<file path="src/rtl/pcmcv_pkg.sv">
// Package: shared widths, format codes and register indexes for the PCM converter.
`timescale 1ns / 1ps
package pcmcv_pkg;
    localparam int RAW_W  = 32;
    localparam int PCM_W  = 16;
    localparam int BITS_W = 6;
    localparam int CFG_W  = 6;
    localparam int IDX_W  = 1;

    localparam logic [IDX_W-1:0] REG_SAMPLE_IS_FLOAT = 1'd0;
    localparam logic [IDX_W-1:0] REG_SAMPLE_BITS     = 1'd1;

    localparam logic [BITS_W-1:0] BITS_RESET = 6'd16;
    localparam logic [BITS_W-1:0] BITS_8     = 6'd8;
    localparam logic [BITS_W-1:0] BITS_16    = 6'd16;
    localparam logic [BITS_W-1:0] BITS_24    = 6'd24;
    localparam logic [BITS_W-1:0] BITS_32    = 6'd32;

    // 32767 as a 24-bit significand (with hidden bit) scaled by 2^-9
    localparam logic [23:0] SCALE_MANT = 24'hFFFE00;

    typedef struct packed {
        logic                 is_float;
        logic [BITS_W-1:0]    bits;
    } cfg_t;
endpackage

</file>
<file path="src/rtl/pcmcv_float.sv">
// Float to 16-bit PCM: Inf/NaN -> 0; clamp, scale by 32767, two roundings, last half away.
`timescale 1ns / 1ps
module pcmcv_float
(
    input  logic [31:0] raw,
    output logic [15:0] pcm
);
    logic        sgn;
    logic [7:0]  ex;
    logic [23:0] mant;
    logic [47:0] prod;
    logic [23:0] pm;
    logic [8:0]  pe;
    logic [23:0] fm;
    logic [24:0] fr;
    logic [23:0] sm;
    logic [8:0]  se;
    logic [31:0] fixed;
    logic [7:0]  sh;
    logic [16:0] mag;
    logic [7:0]  fracb;
    logic        half;

    always_comb
    begin
        sgn  = raw[31];
        ex   = raw[30:23];
        mant = {(ex != 8'd0), raw[22:0]};
        prod = '0; pm = '0; pe = '0; fm = '0; fr = '0; sm = '0; se = '0;
        fixed = '0; sh = '0; mag = '0; fracb = '0; half = 1'b0;
        if (ex == 8'hFF)
        begin
            pcm = '0;
        end
        else if ((ex > 8'd127) || ((ex == 8'd127) && (raw[22:0] != 23'd0)))
        begin
            pcm = sgn ? 16'h8001 : 16'h7FFF;
        end
        else
        begin
            // float product: value = mant*2^(ex-150) * SCALE_MANT*2^-9
            prod = mant * pcmcv_pkg::SCALE_MANT;
            if (prod[47])
            begin
                pm = prod[47:24];
                fr = {1'b0, pm} + {24'd0, prod[23] & ((|prod[22:0]) | pm[0])};
                pe = {1'b0, ex} + 9'd1;
            end
            else
            begin
                pm = prod[46:23];
                fr = {1'b0, pm} + {24'd0, prod[22] & ((|prod[21:0]) | pm[0])};
                pe = {1'b0, ex};
            end
            // subnormal inputs give products far below 0.5 -> zero
            if (fr[24])
            begin
                sm = fr[24:1];
                se = pe + 9'd1;
            end
            else
            begin
                sm = fr[23:0];
                se = pe;
            end
            fm = sm;
            // value = fm * 2^(se - 127 - 23 + 14); want integer and 8 fraction bits
            // fixed = value * 2^8 = fm >> (23-14-8 - (se-127)) = fm >> (128 - se)
            if (se >= 9'd112 && se <= 9'd128)
            begin
                sh = 8'(9'd128 - se);
                fixed = {8'd0, fm} >> sh;
            end
            else
            begin
                fixed = '0;
            end
            mag   = fixed[24:8];
            fracb = fixed[7:0];
            half  = fracb[7];
            if (ex == 8'd0 || fixed == '0)
                pcm = '0;
            else
            begin
                mag = mag + {16'd0, half};
                pcm = sgn ? 16'(-mag) : mag[15:0];
            end
        end
    end
endmodule

</file>
<file path="src/rtl/pcmcv_conv.sv">
// Format selection for one sample: float, integer widths, silent forcing.
`timescale 1ns / 1ps
module pcmcv_conv
(
    input  pcmcv_pkg::cfg_t   cfg,
    input  logic [31:0]       raw,
    input  logic              silent,
    output logic [15:0]       pcm
);
    logic [15:0] fpcm;

    pcmcv_float u_float
    (
        .raw (raw),
        .pcm (fpcm)
    );

    always_comb
    begin
        if (silent)
            pcm = '0;
        else if (cfg.is_float && (cfg.bits >= pcmcv_pkg::BITS_32))
            pcm = fpcm;
        else
        begin
            case (cfg.bits)
                pcmcv_pkg::BITS_16: pcm = raw[15:0];
                pcmcv_pkg::BITS_24: pcm = raw[23:8];
                pcmcv_pkg::BITS_32: pcm = raw[31:16];
                pcmcv_pkg::BITS_8:  pcm = {~raw[7], raw[6:0], 8'd0};
                default:            pcm = '0;
            endcase
        end
    end
endmodule

</file>
<file path="src/rtl/pcm_sample_to_int16_core.sv">
// Top level: PCM sample converter with config registers, input and result registers.
`timescale 1ns / 1ps
// Usage:
//   Pulse start with sample_raw, silent and last_in_packet to present one beat.
//   A beat is taken whenever start is high and busy is low; busy is always low,
//   so one sample can enter every cycle.
//   The beat is captured into an input register, converted by one pass of
//   combinational logic, and lands in the result register: done strobes for one
//   cycle with pcm_sample and last_out when the result register is loaded.
//   Throughput is one sample per cycle, set by the single conversion stage.
//   Configuration: cfg_we with cfg_index (0 = sample_is_float, 1 = sample_bits)
//   and cfg_data writes a register at the edge; write only while idle.
//   Reset clears the valid flags and restores sample_is_float = 0,
//   sample_bits = 16. The receiver cannot stall: each result is shown once,
//   for exactly one cycle.
module pcm_sample_to_int16_core
(
    input  logic                              clk,
    input  logic                              rst_n,
    input  logic                              start,
    output logic                              busy,
    input  logic [pcmcv_pkg::RAW_W-1:0]       sample_raw,
    input  logic                              silent,
    input  logic                              last_in_packet,
    input  logic                              cfg_we,
    input  logic [pcmcv_pkg::IDX_W-1:0]       cfg_index,
    input  logic [pcmcv_pkg::CFG_W-1:0]       cfg_data,
    output logic                              done,
    output logic signed [pcmcv_pkg::PCM_W-1:0] pcm_sample,
    output logic                              last_out
);
    pcmcv_pkg::cfg_t              cfg_reg;
    logic                         in_vld_reg;
    logic [pcmcv_pkg::RAW_W-1:0]  raw_reg;
    logic                         silent_reg;
    logic                         last_reg;
    logic                         out_vld_reg;
    logic [pcmcv_pkg::PCM_W-1:0]  pcm_reg;
    logic                         lastq_reg;
    logic [pcmcv_pkg::PCM_W-1:0]  pcm_next;

    assign busy = 1'b0;

    always_ff @(posedge clk or negedge rst_n)
    begin
        if (!rst_n)
        begin
            cfg_reg.is_float <= 1'b0;
            cfg_reg.bits     <= pcmcv_pkg::BITS_RESET;
            in_vld_reg       <= 1'b0;
            out_vld_reg      <= 1'b0;
        end
        else
        begin
            if (cfg_we && cfg_index == pcmcv_pkg::REG_SAMPLE_IS_FLOAT)
                cfg_reg.is_float <= cfg_data[0];
            if (cfg_we && cfg_index == pcmcv_pkg::REG_SAMPLE_BITS)
                cfg_reg.bits <= cfg_data;
            in_vld_reg  <= start && !busy;
            out_vld_reg <= in_vld_reg;
        end
    end

    always_ff @(posedge clk)
    begin
        if (start && !busy)
        begin
            raw_reg    <= sample_raw;
            silent_reg <= silent;
            last_reg   <= last_in_packet;
        end
        if (in_vld_reg)
        begin
            pcm_reg   <= pcm_next;
            lastq_reg <= last_reg;
        end
    end

    pcmcv_conv u_conv
    (
        .cfg    (cfg_reg),
        .raw    (raw_reg),
        .silent (silent_reg),
        .pcm    (pcm_next)
    );

    assign done       = out_vld_reg;
    assign pcm_sample = pcm_reg;
    assign last_out   = lastq_reg;

`ifndef NO_ASSERTIONS
    a_done_follows: assert property (@(posedge clk) disable iff (!rst_n)
        (start && !busy) |=> ##1 done)
        else $error("accepted beat gave no result");
    a_no_spurious: assert property (@(posedge clk) disable iff (!rst_n)
        done |-> $past(in_vld_reg))
        else $error("result without beat");
    a_silent_zero: assert property (@(posedge clk) disable iff (!rst_n)
        (in_vld_reg && silent_reg) |=> (pcm_sample == '0))
        else $error("silent beat gave nonzero sample");
`endif
endmodule
</file>
<file path="config.mk">
export PLATFORM = sky130hd
export DESIGN_NAME = pcm_sample_to_int16_core
export DESIGN_NICKNAME = d
export VERILOG_FILES = /design/src/rtl/pcmcv_pkg.sv /design/src/rtl/pcmcv_float.sv /design/src/rtl/pcmcv_conv.sv /design/src/rtl/pcm_sample_to_int16_core.sv
export SDC_FILE = /design/constraint.sdc
export NUM_CORES = 1
export LEC_CHECK = 0
export BUFFER_PORTS_ARGS = -buffer_cell sky130_fd_sc_hd__buf_2
export CAP_MARGIN = 20
export CORE_MARGIN = 3
export CORE_UTILIZATION = 45
export CTS_CLUSTER_SIZE = 25
export DETAILED_ROUTE_END_ITERATION = 6
export GPL_ROUTABILITY_DRIVEN = 0
export PLACE_DENSITY_LB_ADDON = 0.3
export SETUP_SLACK_MARGIN = 0.15
export SKIP_LAST_GASP = 1
export SYNTH_ARGS = -nofsm -noshare
export SYNTH_HDL_FRONTEND = slang
export SYNTH_SLANG_ARGS = --single-unit
</file>
<file path="constraint.sdc">
create_clock -name clk -period 25.9 [get_ports clk]
set_input_delay 5.18 -clock clk [delete_from_list [all_inputs] [get_ports clk]]
set_output_delay 5.18 -clock clk [all_outputs]
set_load 0.02 [all_outputs]
</file>
Word-level counts from Yosys, hierarchy flattened
Index checks and enable logic that the tools add are counted.

storage, ports and cells
  register bits after elaboration = 60
  bits of input ports = 45
  output and inout bits = 19
  logic and storage cells = 69

cells by class
  add/sub/neg operators = 7
  multiply operators = 1
  order comparisons = 4
  eq/ne operators = 6
  shifts and indexed selects = 1
  multiplexer cells = 22
  bitwise logic cells = 6
  reductions and logical operators = 13

operators by type and width
  cell                                                           count
  two-way mux 16 bit                                             6
  two-way mux 32 bit                                             3
  two-way mux 25 bit                                             3
  two-way mux 24 bit                                             3
  case mux 16 bit (4 select lines)                               1
  two-way mux 9 bit                                              6
  adder 24 x 1 -> 25 bit                                         2
  multiplier 24 x 15 -> 39 bit, second input constant            1
  zero test 32 bit                                               1
  >> shifter 24 x 8 -> 32 bit                                    1
  nonzero test 23 bit                                            1
  adder 16 x 1 -> 16 bit                                         1
  negator 16 bit                                                 1
  OR reduction 14 bit                                            1
  OR reduction 13 bit                                            1
  == test 6 x 5 -> 1 bit, second input constant                  2
  adder 8 x 1 -> 9 bit, second input constant                    1
  adder 9 x 1 -> 9 bit, second input constant                    1
  >= comparator 9 x 7 -> 1 bit, second input constant            1
  <= comparator 9 x 8 -> 1 bit, second input constant            1
  == test 8 x 7 -> 1 bit, second input constant                  1
  == test 8 bit, second input constant                           1
  greater-than comparator 8 x 7 -> 1 bit, second input constant  1
  zero test 8 bit                                                1
  other kinds (10)                                               18

Depth between registers and ports, before layout
  depth in word-level cells = 24
  gate-level depth with buffers = 56
  gate-level depth less buffers = 51

Cells and area by module
From an unflattened synthesis, not the netlist that was laid out.

unflattened totals
  cell total of the unflattened synthesis = 1792
  area total of the unflattened synthesis = 15698.8 µm²

modules (own cells, without submodules)
  module                    times used  cells an instance  area each (µm²)  sequential area each (µm²)
  pcmcv_float               1           1634               13208.9          0.0
  pcm_sample_to_int16_core  1           71                 1891.8           1757.9
  pcmcv_conv                1           87                 598.1            0.0

Worst setup path before layout
No wires, ideal clock.

  kind = reg2reg
  start = register raw_reg[23] (netlist name)
  end = register pcm_reg, in the netlist pcm_sample[11], data pin
  library setup time = 0.255 ns
  arrival = 12.408 ns
  data required time = 25.645 ns
  path slack = 13.237 ns
  cell stages (with the launch flop) = 53
  buffers on the path = 8
  clock period less this slack = 12.663 ns
  path through = edfxtp_1 inv_2 buf_1 ha_1 nand4_1 inv_1 fa_1 inv_1 fa_1 fa_1 fa_1 fa_1 inv_1 fa_1 inv_1 ha_1 buf_2 nand4_1 [... 17 more ...] or3_4 and2_1 buf_6 nor2_1 mux2i_1 nor3_1 ha_1 ha_1 clkbuf_1 inv_1 a311oi_1 nand3_1 a2111oi_0 a31oi_1 a211oi_4 nand2_1 a311o_1 a31o_1

on the way
  cells in the longest elaborated chain, start to end = 21
  elaborated cells between the ends (all ways) = 41
  classes of those cells = 7 x add/sub; 1 x mul; 3 x order compare; 2 x eq/ne; 1 x shift; 20 x mux; 7 x reduce/logical

ends and longest elaborated chain
  what                                                        RTL line                              RTL
  start, declared                                             pcm_sample_to_int16_core.sv:34        logic [pcmcv_pkg::RAW_W-1:0] raw_reg;
  start signal, assigned                                      pcm_sample_to_int16_core.sv:68        raw_reg <= sample_raw;
  nonzero test 8 bit                                          pcmcv_float.sv:28                     mant = {(ex != 8'd0), raw[22:0]};
  multiplier 24 x 15 -> 39 bit                                pcmcv_float.sv:42                     prod = mant * pcmcv_pkg::SCALE_MANT;
  adder 24 x 1 -> 25 bit, or another cell as far along        pcmcv_float.sv:52                     fr = {1'b0, pm} + {24'd0, prod[22] & ((|prod[21:0]) | pm[0])};
  two-way mux 25 bit or two-way mux 9 bit (tied branches)     pcmcv_float.sv:43, pcmcv_float.sv:35
  two-way mux 25 bit or two-way mux 9 bit (tied branches)     pcmcv_float.sv:35, pcmcv_float.sv:31
  two-way mux 25 bit or adder 9 x 1 -> 9 bit (tied branches)  pcmcv_float.sv:31, pcmcv_float.sv:59
  two-way mux 9 bit                                           pcmcv_float.sv:56                     if (fr[24])
  two-way mux 9 bit                                           pcmcv_float.sv:35                     else if ((ex > 8'd127) || ((ex == 8'd127) && (raw[22:0] != 23'd0)))
  [... 5 more ...]                                            n/a
  two-way mux 32 bit                                          pcmcv_float.sv:31                     if (ex == 8'hFF)
  adder 16 x 1 -> 16 bit                                      pcmcv_float.sv:85                     mag = mag + {16'd0, half};
  negator 16 bit                                              pcmcv_float.sv:86                     pcm = sgn ? 16'(-mag) : mag[15:0];
  two-way mux 16 bit                                          pcmcv_float.sv:86
  two-way mux 16 bit                                          pcmcv_float.sv:81                     if (ex == 8'd0 || fixed == '0)
  two-way mux 16 bit                                          pcmcv_float.sv:35
  two-way mux 16 bit (*)                                      pcmcv_float.sv:31
  two-way mux 16 bit (*)                                      pcmcv_conv.sv:22                      else if (cfg.is_float && (cfg.bits >= pcmcv_pkg::BITS_32))
  end signal, assigned                                        pcm_sample_to_int16_core.sv:74        pcm_reg <= pcm_next;
  end, declared                                               pcm_sample_to_int16_core.sv:38        logic [pcmcv_pkg::PCM_W-1:0] pcm_reg;

Mark *: on every way between the ends. The rest lies on a longest branch, timed or not. The select of a mux whose other input is x is not followed.
A chain may end at the register's enable or synchronous reset.

Final worst setup path
  start = register raw_reg[23] (netlist name)
  end = register pcm_reg, in the netlist pcm_sample[15], data pin

on the way
  cells in the longest elaborated chain, start to end = 21
  elaborated cells between the ends (all ways) = 42
  classes of those cells = 7 x add/sub; 1 x mul; 3 x order compare; 2 x eq/ne; 1 x shift; 21 x mux; 7 x reduce/logical

ends and longest elaborated chain
  what                                                        RTL line
  nonzero test 8 bit                                          pcmcv_float.sv:28
  multiplier 24 x 15 -> 39 bit                                pcmcv_float.sv:42
  adder 24 x 1 -> 25 bit, or another cell as far along        pcmcv_float.sv:52
  two-way mux 25 bit or two-way mux 9 bit (tied branches)     pcmcv_float.sv:43, pcmcv_float.sv:35
  two-way mux 25 bit or two-way mux 9 bit (tied branches)     pcmcv_float.sv:35, pcmcv_float.sv:31
  two-way mux 25 bit or adder 9 x 1 -> 9 bit (tied branches)  pcmcv_float.sv:31, pcmcv_float.sv:59
  two-way mux 9 bit                                           pcmcv_float.sv:56
  two-way mux 9 bit                                           pcmcv_float.sv:35
  [... 5 more ...]                                            n/a
  two-way mux 32 bit                                          pcmcv_float.sv:31
  adder 16 x 1 -> 16 bit                                      pcmcv_float.sv:85
  negator 16 bit                                              pcmcv_float.sv:86
  two-way mux 16 bit                                          pcmcv_float.sv:86
  two-way mux 16 bit                                          pcmcv_float.sv:81
  two-way mux 16 bit                                          pcmcv_float.sv:35
  two-way mux 16 bit                                          pcmcv_float.sv:31
  two-way mux 16 bit (*)                                      pcmcv_conv.sv:22

Marked as above.

==> metrics.yaml <==
cts_num_sinks: 60
route.detailed.drc: 0
slew_violations: 0
io_buffers: 62
post_cts_buffers: 0
async_reset_ff_share_pct: 15.00
yosysWarnings: 0
yosysSeqAreaShare_pct: 11.14
layout_common_cells: "281 x inv_1, 175 x fa_1, 147 x nand2_1"
syn-cell-area_mm2: 0.01578
drt-pass1-iter-count: 7
min_period_over_period_pct: 55.86
grt_pass1_vias: 14830
grt_usage_pct: 26.33
cp_data_required_time_ns: 26.06
drt-total-wl_um: 50640
core_mm2: 0.03404
ys_ff_latch: 60
cts.clk_slew.worst_paths_ns: 0.05
grt_pass1_wl_um: 81350
ctsHoldBuffers: 0
cts_resized: 0
crit_path_end_kind: "flip-flop"
vias: 15180
final.setup.tns_ns: 0
cts_tree: "built"
hp-class: "reg -> reg"
final_common_cell: "inv_1"
status: "complete, no violations"
grt_remaining_overflow: 0
dpl.hpwl_um: 41530
finalNetCount: 2246
cp_slowest_stage_delay_ns: 0.80
crit_slowest_cell: "edfxtp_1"
cts_buffers: 9
synth_edf_count: 51
layout-drive-gt1-share_pct: 8.238
placement_rows: 67
initial_core_util_pct: 46.38
rsz0062_at_grt: "false"
drt-initial-drc-count: 2261
cts_buffer_depth: 2
synth_ff_type: "edfxtp_1"
routedWlPerCell_um: 21.40
cts_max_level: 3
worst_slew_pin_slew_ns: 1.047
viasPerCell: 6.415
dp.cells: 2348
syn-num-nets: 2245
cap_violations: 0
hold_violations: 0
cp_max_fo: 43
cts-root-buf: "clkbuf_16"
antenna_found_initial: 0
skew_ns: 0.006936
fmax_mhz: 69.12
post-route-util_pct: 48.99
clock_latency_ns: 0.32
fp.dieH_um: 193.3
synth.avg_cell_area_um2: 8.255
syn_inst: 1912
finalSetupViolCount: 0
final-instance-count-excl-fill: 2366
area.growth.synth_to_final_pct: 5.636
holdWs_ns: 0.4168
ys_types: 108
slew_headroom_pct: 29.77
ant_nets: 0
startpoint_type: "flip-flop"
die_width_um: 193.3
arrival_ns: 14.63
diodes: 0
ios: 64
dieArea_mm2: 0.03736
critPathKind: "reg -> reg"
largest_reg_flops: 32
finalCriticalPeriod_ns: 14.47
grt_max_degree: 44
## area by class of cell
type / count / area, µm²
Sequential cell: 60 / 1758
Clock buffer: 12 / 246.5
Timing Repair Buffer: 68 / 350.3
Fill cell: 3302 / 17360
Inverter: 283 / 1062
Multi-Input combinational cell: 1491 / 12620
Tap cell: 448 / 560.5
Clock inverter: 4 / 73.82
## final timing paths
path,start,to,slack [ns],depth (start not counted)
max,raw_reg[23],pcm_sample[15],11.43,48
min,last_reg,last_out,0.42,0
max reg2reg,raw_reg[23],pcm_sample[15],11.43,48
min reg2reg,last_reg,last_out,0.42,0
max in group asynchronous,rst_n,cfg_reg[4],20.96,1
min in group asynchronous,rst_n,done,4.69,1
## per-layer routing
layer | track usage, % | wire, µm
met4 | 8.144 | 1870
met5 | 0 | 0
met3 | 2.714 | 4145
met2 | 42.58 | 23090
met1 | 37.42 | 21540
## cell usage after synthesis, types with 9 or more instances
cell	instances	area, µm²
a211oi_1	17	127.6
a21o_1	10	75.07
a21oi_1	92	460.4
a22oi_1	11	82.58
a31oi_1	27	168.9
a32oi_1	9	78.83
and2_1	24	150.1
and3_1	20	125.1
and4_1	17	148.9
buf_2	21	105.1
clkbuf_1	43	161.4
edfxtp_1	51	1531
fa_1	175	3503
ha_1	113	1414
inv_1	281	1055
mux2_2	13	146.4
mux2i_1	30	300.3
nand2_1	147	551.8
nand3_1	66	330.3
nand4_1	50	312.8
nor2_1	123	461.7
nor3_1	58	290.3
nor4_1	24	150.1
o211ai_1	23	172.7
o21a_1	13	97.59
o21ai_0	65	325.3
o21ai_1	15	75.07
o221ai_1	13	113.9
o22ai_1	17	106.4
o31ai_1	18	135.1
o32ai_1	9	78.83
or2_2	13	81.33
or3_1	23	143.9
or4_1	11	82.58
xnor2_1	58	508.0
xor2_1	18	157.7
## kinds of logic (layout without fill, tap and decap cells)
logic type	Yosys count	in the layout	share of synthesized area [%]
AOI/OAI and AO/OA	449	449	20.30
xor gates and xnor gates	78	78	4.463
adders and majority gates	288	288	31.15
buffers and inverters	361	367	8.910
DFF	60	60	11.14
muxes	44	44	2.901
other	1	1	0.02376
and+or+nand+nor	631	631	21.11
## metrics by stage
| step | instance area [µm²] | setup slack [ns] |
|---|---|---|
| global route | 16670 | 10.34 |
| floorplan | 15780 | 13.24 |
| detailed placement | 16340 | 11.85 |
| finish | 16670 | 11.43 |
| CTS | 16660 | 11.78 |
| global placement | 16340 | 12.25 |
## critical path: cells and delay by family, from the launching register on
kind                       cells  cell delay, ns
muxes                          1            0.07
buffers and inverters          8            1.47
AOI/OAI and AO/OA             13            3.38
and+or+nand+nor               13            3.25
adders and majority gates     11            4.88
DFF                            1            0.80
xor gates and xnor gates       2            0.42
Power is left out: the tool's default activity adds up to more than one toggle a clock period on the data nets, which glitch-free logic cannot reach.
